File: src/hdl/vector3_normalize_defines.svh
// Assertion macros for the vector3_normalize block.
// Included by the RTL files that carry concurrent checks; no other dependencies.
`ifndef VECTOR3_NORMALIZE_DEFINES_SVH
`define VECTOR3_NORMALIZE_DEFINES_SVH
`ifndef SYNTH
// Clocked check, switched off while reset is high
`define VN_ASSERT(name, clk, rst, prop) \
   name: assert property (@(posedge clk) disable iff (rst) prop) \
      else $error("vector3_normalize check failed");
// Clocked check that also holds during reset
`define VN_ASSERT_ALWAYS(name, clk, prop) \
   name: assert property (@(posedge clk) prop) \
      else $error("vector3_normalize check failed");
`else
`define VN_ASSERT(name, clk, rst, prop)
`define VN_ASSERT_ALWAYS(name, clk, prop)
`endif
`endif

File: src/hdl/vn_sqrt.sv
// Pipelined integer square root, one root bit per stage.
// Standalone; no package needed.
`default_nettype none
module vn_sqrt #(
   parameter int CW = 16
) (
   input  logic            clock,
   input  logic            enable,
   input  logic [2*CW-1:0] radicand,
   output logic [CW-1:0]   root
);
   localparam int SW = 2 * CW;
   localparam int RW = CW;

   logic [SW-1:0] rem_ff  [RW];
   logic [RW-1:0] root_ff [RW];

   for (genvar j = 0; j < RW; j++) begin : g_stage
      localparam int B = RW - 1 - j;
      logic [SW-1:0] rem_i;
      logic [RW-1:0] root_i;
      logic [SW-1:0] trial;
      logic          take;

      if (j == 0) begin : g_first
         assign rem_i  = radicand;
         assign root_i = '0;
      end else begin : g_next
         assign rem_i  = rem_ff[j-1];
         assign root_i = root_ff[j-1];
      end

      // (root + 2^B)^2 - root^2
      assign trial = (SW'(root_i) << (B + 1)) | (SW'(1) << (2 * B));
      assign take  = rem_i >= trial;

      always_ff @(posedge clock) begin
         if (enable) begin
            rem_ff[j]  <= take ? rem_i - trial : rem_i;
            root_ff[j] <= take ? (root_i | (RW'(1) << B)) : root_i;
         end
      end
   end

   assign root = root_ff[RW-1];
endmodule
`default_nettype wire

File: config.mk
export PLATFORM = sky130hd
export DESIGN_NAME = vn_sqrt
export DESIGN_NICKNAME = d
export VERILOG_FILES = /design/src/hdl/vector3_normalize_defines.svh /design/src/hdl/vn_sqrt.sv
export SDC_FILE = /design/constraint.sdc
export NUM_CORES = 1
export LEC_CHECK = 0
export BUFFER_PORTS_ARGS = -buffer_cell sky130_fd_sc_hd__buf_2
export CORE_AREA = 5 5 260 262
export DETAILED_ROUTE_END_ITERATION = 8
export DIE_AREA = 0 0 265 267
export SYNTH_ARGS = -nofsm -noshare
export SYNTH_HDL_FRONTEND = slang
export SYNTH_SLANG_ARGS = --single-unit
export TNS_END_PERCENT = 5
File: constraint.sdc
create_clock -name clock -period 4.3 [get_ports clock]
set_clock_uncertainty 0.15 [all_clocks]
set_input_delay 0.43 -clock clock [delete_from_list [all_inputs] [get_ports clock]]
set_output_delay 0.43 -clock clock [all_outputs]
set_load 0.05 [all_outputs]
==> run metrics <==
Worst-path clk slew 0.06 ns; DRT iter0 DRCs 1,069; Synth Register Bits 616; min Tclk post-route 3.523 ns; Top FF cell, synth edfxtp_1; CTS Buf Count 68; P_leak 12.25 nW; PD cells 484.2 nW/um^2; Die Width 265 um; TNS Setup 0 ns; Worst setup SP type flop; post-DP HPWL 41,940 um; period utilisation layout 81.92%; # H-tree levels 3; Ant. Diodes 0; fmax 283.9 MHz; worst vdd ir 0.3400 mV; via/cell ratio 5.315; Synth Warn # 0; Critical Path RT 4.50 ns; Remaining Overflow, GRT 0; DR pass1 iterations 5; Hold Vio Cnt, Final 0; Worst slew margin 27.54%; synthesized area 28,890 um^2; RSZ-0062 raised after global routing no; first-pass GRT wire length 92,520 um; largest net degree at the start of global routing 125; post-layout net count 2,550; Final GP Congestion 0.9364; most frequent cells in the layout edfxtp_1 (616), inv_1 (184), nand2_1 (162), ha_1 (150), o21ai_0 (130); Setup CP Type reg2reg; Wirelength per Cell 17.44 um; # setup viols final 0; initial antenna violation count 0; Routed WL 57,190 um; Worst EP arrival 3.72 ns; Sink Count 616; Die Ht 267 um; register area share after synthesis 64.02%; status completed; DRC Markers 0; Setup crit start rem_ff[6][57]$_DFFE_PP_; area delta synth->final 13.37%; Die Area 70,760 um^2; Worst Max-Slew Pin Slew 1.087 ns; Slew Limit Fails 0; setup bufs post-CTS 0; hold_sp radicand[30]; HP Class in2reg; CTS tree done; crit end category flop; GRT Total Usage 16.17%; CTS Root Cell clkbuf_16; number of global-route vias before repair 18,280; row count 94; main area contributors after synthesis edfxtp_1 (64%), ha_1 (6.5%), xor2_1 (3.2%), xnor2_1 (2.4%), inv_1 (2.4%); Filler Cell Count 5,504; Synth area leader edfxtp_1; Yosys cell types 83; core area 65,160 um^2; Critical Path Fanout Max 24; initial core utilization 44.34%; fraction of registers with async set or reset after synthesis 0%; Net Count, Synth 2,402; Max-Cap Viols 0; syn avg cell area 13.03 um^2; Post-synth EDFFs 616; Syn Inst Count 2,218; via count 17,430; R2R Path Start rem_ff[6][57]$_DFFE_PP_; number of port buffers 49; most common cell after layout, fill and taps aside edfxtp_1; layout cell share with drive strength beyond 1 8.568%; I/O pins 50; post-synth top area share 64.02%; CTS Buffer Depth 3; worst skew pair latency 0.62 ns; hold_ws 0.05907 ns; Routed Antenna Nets 0
[sequential cells by signal, summed over array words and instances (netlist names)]
signal   flops
root_ff    136
rem_ff     480
[worst paths after layout]
path,end,slack [ns],cells past startpoint
worst min-delay path,rem_ff[0][30]$_DFFE_PP_,0.06,3
worst min register to register,rem_ff[4][42]$_DFFE_PP_,0.29,0
worst max-delay path,rem_ff[7][22]$_DFFE_PP_,0.78,7
worst max register to register,rem_ff[7][22]$_DFFE_PP_,0.78,7
[cells in the mapped netlist (11+ instances only)]
cell type  count
edfxtp_1     616
inv_1        184
nand2_1      162
ha_1         150
o21ai_0      130
xor2_1       106
nor2_1       100
a21oi_1       94
xnor2_1       80
nor4_1        73
nor3_1        66
a21o_1        34
nand2b_1      31
or3_1         30
nand4_1       29
o21a_1        28
nand3_1       25
nor2b_1       25
o31ai_1       18
buf_2         14
o21ai_1       14
clkbuf_1      13
a31oi_1       12
nor4b_1       11
or4_1         11
[stage by stage]
step	setup slack [ns]	power (mW)	instance area, um^2	util, %	std cells
floorplan	1.330	9.775	28890	-	2218
global placement	0.8863	10.48	30390	46.63	3129
detailed placement	0.8227	10.56	30390	46.63	3129
CTS	0.8076	16.04	32760	50.27	3280
global route	0.6338	16.66	32760	50.27	3280
finish	0.7775	15.86	32760	50.27	3280
[report_power, final]
part / internal (mW) / switching, mW
registers: 7.53 / 0.501
clock network: 3.06 / 2.33
logic: 1.06 / 1.37
total: 11.7 / 4.21
[cells by family (layout without fill, tap and decap cells)]
family	Yosys count	after routing	share of synthesized area, %
mux	17	17	0.6322
flops	616	616	64.02
compound gates	396	396	8.431
xor+xnor	186	186	5.638
fa+ha+maj	150	150	6.495
simple gates	639	639	11.93
buf+inv	214	412	2.854
[critical path, cell delays in order (launching register included)]
cell      delay, ns
edfxtp_1       0.43
or3_1          0.44
or4_1          0.48
nor4_1         0.63
o211a_2        0.65
or4b_1         0.29
nor3_2         0.06
xor2_1         0.15
[what timing repair did]
item / 4_1_cts / 5_1_grt
resized for setup: 0 / 0
hold buffers: 31 / 0
endpoints found under the hold margin: 31 / 0
[cell type report]
cell class | instances | area [um^2] | share of cell area [%]
Timing Repair Buffer | 106 | 835.8 | 2.551
Tap cell | 864 | 1081 | 3.300
Multi-Input combinational cell | 1388 | 9583 | 29.25
Clock inverter | 38 | 307.8 | 0.9396
Inverter | 186 | 698.2 | 2.131
Sequential cell | 616 | 18500 | 56.47
Clock buffer | 82 | 1754 | 5.355
[routing by layer]
layer  track usage (%)  part of all wire, %  vias to the layer above
li1                  -                    -                     8606
met1             16.12                   36                     8358
met2             32.40                   57                      318
met3             2.812                  3.2                      150
met4             7.245                  4.6                        0
met5                 0                    0                        -
(Power assumes the default switching activity.)
