## src/hdl/vector3_normalize_defines.svh

```systemverilog
// Assertion macros for the vector3_normalize block.
// Included by the RTL files that carry concurrent checks; no other dependencies.
`ifndef VECTOR3_NORMALIZE_DEFINES_SVH
`define VECTOR3_NORMALIZE_DEFINES_SVH
`ifndef SYNTH
// Clocked check, switched off while reset is high
`define VN_ASSERT(name, clk, rst, prop) \
   name: assert property (@(posedge clk) disable iff (rst) prop) \
      else $error("vector3_normalize check failed");
// Clocked check that also holds during reset
`define VN_ASSERT_ALWAYS(name, clk, prop) \
   name: assert property (@(posedge clk) prop) \
      else $error("vector3_normalize check failed");
`else
`define VN_ASSERT(name, clk, rst, prop)
`define VN_ASSERT_ALWAYS(name, clk, prop)
`endif
`endif

```

## src/hdl/vn_div.sv

```systemverilog
// Pipelined restoring divider lane: (|c| << FB) / len, signed and saturated.
// Standalone; no package needed.
`default_nettype none
module vn_div #(
   parameter int CW = 16,
   parameter int FB = 14
) (
   input  logic          clock,
   input  logic          enable,
   input  logic [CW-1:0] dividend,
   input  logic [CW-1:0] divisor,
   output logic [CW-1:0] quotient
);
   localparam int DW = CW + FB;
   localparam logic [DW-1:0] QMAX = DW'({1'b0, {(CW-1){1'b1}}});
   localparam logic [DW-1:0] QMIN = QMAX + DW'(1);

   logic [CW-1:0] mag0;
   logic [CW-1:0] rem_ff [DW];
   logic [DW-1:0] dq_ff  [DW];
   logic [CW-1:0] dvs_ff [DW];
   logic          neg_ff [DW];

   assign mag0 = dividend[CW-1] ? CW'(-dividend) : dividend;

   for (genvar j = 0; j < DW; j++) begin : g_stage
      logic [CW-1:0] rem_i;
      logic [DW-1:0] dq_i;
      logic [CW-1:0] dvs_i;
      logic          neg_i;
      logic [CW:0]   rn;
      logic          take;

      if (j == 0) begin : g_first
         assign rem_i = '0;
         assign dq_i  = {mag0, {FB{1'b0}}};
         assign dvs_i = divisor;
         assign neg_i = dividend[CW-1];
      end else begin : g_next
         assign rem_i = rem_ff[j-1];
         assign dq_i  = dq_ff[j-1];
         assign dvs_i = dvs_ff[j-1];
         assign neg_i = neg_ff[j-1];
      end

      assign rn   = {rem_i, dq_i[DW-1]};
      assign take = rn >= {1'b0, dvs_i};

      always_ff @(posedge clock) begin
         if (enable) begin
            rem_ff[j] <= take ? CW'(rn - {1'b0, dvs_i}) : CW'(rn);
            dq_ff[j]  <= {dq_i[DW-2:0], take};
            dvs_ff[j] <= dvs_i;
            neg_ff[j] <= neg_i;
         end
      end
   end

   // saturate to the signed component range
   always_comb begin
      if (neg_ff[DW-1]) begin
         quotient = (dq_ff[DW-1] > QMIN) ? {1'b1, {(CW-1){1'b0}}}
                                         : CW'(-dq_ff[DW-1][CW-1:0]);
      end else begin
         quotient = (dq_ff[DW-1] > QMAX) ? {1'b0, {(CW-1){1'b1}}}
                                         : dq_ff[DW-1][CW-1:0];
      end
   end
endmodule
`default_nettype wire

```

## config.mk

```make
export PLATFORM = sky130hd
export DESIGN_NAME = vn_div
export DESIGN_NICKNAME = d
export VERILOG_FILES = /design/src/hdl/vector3_normalize_defines.svh /design/src/hdl/vn_div.sv
export SDC_FILE = /design/constraint.sdc
export NUM_CORES = 2
export LEC_CHECK = 0
export ABC_AREA = 1
export BUFFER_PORTS_ARGS = -buffer_cell sky130_fd_sc_hd__buf_2
export CORE_MARGIN = 8
export CORE_UTILIZATION = 47
export DETAILED_ROUTE_END_ITERATION = 16
export MAX_ROUTING_LAYER = met4
export PLACE_DENSITY_LB_ADDON = 0.15
export REMOVE_ABC_BUFFERS = 1
export SYNTH_ARGS = -nofsm -noshare
export SYNTH_HDL_FRONTEND = slang
export SYNTH_SLANG_ARGS = --single-unit
```

## constraint.sdc

```tcl
create_clock -name clock -period 3.1 [get_ports clock]
set_input_delay 0.465 -clock clock [delete_from_list [all_inputs] [get_ports clock]]
set_output_delay 0.465 -clock clock [all_outputs]
set_load 0.01 [all_outputs]
```

==> qor.csv <==
metric,value,unit
status,completed,
measured slew at the worst slew-check pin,607,ps
post-synthesis compound-gate area fraction,2.08,%
Post-Synth Adder-Cell Area,7.54,%
core footprint,180000,µm²
CP cell instances,inv_1 -> nand3_1 -> nor3_1 -> nand3_1 -> nand2_1 -> nand3_1 -> nand2_1 -> buf_2,
RSZ-0062 raised after global routing,no,
critical path's top delay family,simple AND/OR/NAND/NOR gates,
share of cells above drive strength 1,6.63,%
die area,194000,µm²
GR Util All Layers,20.9,%
"Reg clk slew, reported paths",60,ps
Synth Instances,9373,
die height,441,µm
CP Capture Type,output port,
Cells after DPL,11800,
synthesized flop and latch total,1543,
Vias,60100,
Cell Pwr Density,933,nW/µm²
DP HPWL,152000,µm
Synth area leaders,"edfxtp_1, nand2_1, inv_1",
Slew headroom,59.5,%
Post-layout nets,10200,
input/output buffers,49,
remaining global-route overflow,0,
width of the die,441,µm
"antenna viol nets, final",0,
drt via density,4.96,
drt first pass iters,7,
Post-synth top flop,edfxtp_1,
startpoint class of the critical path,flip-flop,
final wirelength,198000,µm
main combinational cell family by area after synthesis,simple AND/OR/NAND/NOR gates,
VDD IR max,0.447,mV
Pleak,0.0454,µW
# fillers,16500,
final setup violation count,0,
vias in the first global route,58400,
most frequent cells in the layout,"nand2_1, inv_1, edfxtp_1",
synthesis warning total,0,
Iter 0 DRT Violations,4399,
clock tree buffer depth,3,
sequential area share after synthesis,54.6,%
crit path DAT,2450,ps
crit-path most repeated cell,nand3_1,
mean post-synth cell area,9.06,µm²
CTS buffer count,166,
post-synthesis xor/xnor area fraction,2.05,%
Crit Path Class,flip-flop to output port,
# IOs,50,
"Slowest-stage cell, CP",edfxtp_1,
Final Wtd Congestion,0.928,
Final Slew Violations,0,
synth unique cells,50,
DRC,0,
global-route wire length before repair,315000,µm
MaxCap Viol Count,0,
root cell of the clock tree,clkbuf_16,
Hold Worst Slack,91.2,ps
Synth Cell Area,84900,µm²
synthesis-to-finish area growth,11.2,%
Yosys top cell area share,54.6,%
Tcrit/Tclk final,93.9,%
Hold Crit Class,input port to flip-flop,
"Clk Latency, worst-skew pair",820,ps
H-Tree Depth,4,
drt wl/cell,16.3,µm
Post-synth EDFFs,1543,
CTS tree,yes,
CP Data Required Time,2630,ps
post-synthesis mux area share,0,%
crit path max fanout,5,
clk_skew,29.2,ps
Post-synth ARST share,0,%
Synth area leader,edfxtp_1,
final hold vios,0,
Starting Density,47.1,%
largest net degree at the start of global routing,98,
"commonest non-fill, non-tap cell in the layout",nand2_1,
WP buf/inv,2,
Crit path largest cell delay,430,ps
post-route minimum period,2910,ps
fraction of the mapped netlist area in simple logic gates,25.0,%
clock tree sinks,1543,
cell row count,156,
maximum clock rate,343,MHz
initial antenna violation count,8,
Final Non-Filler Cells,12100,
cells in the mapped netlist (7+ instances only):
| library cell | count |
|---|---|
| nand2_1 | 3418 |
| inv_1 | 1724 |
| edfxtp_1 | 1543 |
| nand3_1 | 604 |
| ha_1 | 467 |
| nor2_1 | 348 |
| a21oi_1 | 255 |
| xor2_1 | 153 |
| nand4_1 | 115 |
| nor3_1 | 113 |
| nand3b_1 | 93 |
| nand2_2 | 67 |
| xnor2_1 | 46 |
| o21ai_0 | 39 |
| buf_6 | 38 |
| nand3_2 | 38 |
| nor2_2 | 32 |
| buf_2 | 29 |
| fa_1 | 28 |
| nand2_4 | 25 |
| inv_2 | 21 |
| nor2_4 | 19 |
| buf_4 | 17 |
| and2_1 | 13 |
| nor4_1 | 12 |
| o21a_1 | 12 |
| o21bai_1 | 11 |
| or2_2 | 11 |
| inv_4 | 10 |
| or2_0 | 10 |
| a31oi_1 | 9 |
| or2_1 | 8 |
| and3_1 | 7 |
metrics by stage:
stage | TNS [ps] | area, µm² | utilization (%) | setup WS [ps] | total power [µW]
5_1_grt | 0 | 94400 | 52.4 | 0.409 | 95200
6_report | 0 | 94400 | 52.4 | 188 | 88000
2_1_floorplan | 0 | 84100 | - | 488 | 57400
4_1_cts | -1.03 | 94300 | 52.3 | -1.03 | 88700
3_3_place_gp | 0 | 88400 | 49.1 | 408 | 68000
3_5_place_dp | 0 | 88400 | 49.1 | 437 | 68300
area by class of cell:
class	instances	area, µm²	share of cell area [%]
flip-flops and latches	1543	46300	49.1
multi-input cells	5976	31200	33.0
inverters	1756	6620	7.01
clock buffers	193	4280	4.53
well taps	2370	2970	3.14
repair buffers	180	1720	1.83
clock inverters	112	1280	1.36
diodes	4	10.0	0.0106
per-layer routing:
| layer | up-vias | wire, µm | GRT usage (%) |
|---|---|---|---|
| met2 | 1346 | 90300 | 33.0 |
| met3 | 358 | 9370 | 2.97 |
| met4 | 0 | 6790 | 7.24 |
| li1 | 30600 | - | - |
| met1 | 27800 | 91800 | 27.9 |
| met5 | - | 0 | - |
registers in the layout, summed over array words and instances, names as in the netlist:
name and cells:
dq_ff 585, neg_ff 30, dvs_ff 464, rem_ff 464
final timing paths:
check,start,to,slack (ps),cells past startpoint
worst max-delay path,dq_ff[7][37],quotient[13],190,8
worst min-delay path,dividend[11],dq_ff[0][26],90,3
worst max register to register,dvs_ff[1][8],rem_ff[0][82],610,10
worst min register to register,dq_ff[2][7],dq_ff[2][38],410,0
cell families after synthesis:
group | count (synthesis)
DFF | 1543
xor gates and xnor gates | 199
adders and majority gates | 495
AOI/OAI and AO/OA | 334
and+or+nand+nor | 4948
buffers and inverters | 1854
power breakdown:
part | internal [µW] | switching, µW | total, µW
combinational | 12200 | 23900 | 36100
sequential | 29000 | 2990 | 32000
clock | 11500 | 8420 | 19900
total | 52800 | 35300 | 88000
tightest hold or removal path, stage by stage:
cell,delay (ps)
buf_2,110
inv_1,80
xor2_1,80
repair_timing:
item                       4_1_cts  5_1_grt
resized for setup                6       16
setup endpoints to repair       16       16
buffers inserted                 4        2
hold endpoints to repair        29        0
pin swaps                        4        2
hold buffers                    28        0
Note: power is estimated with default switching activity, not from simulation.
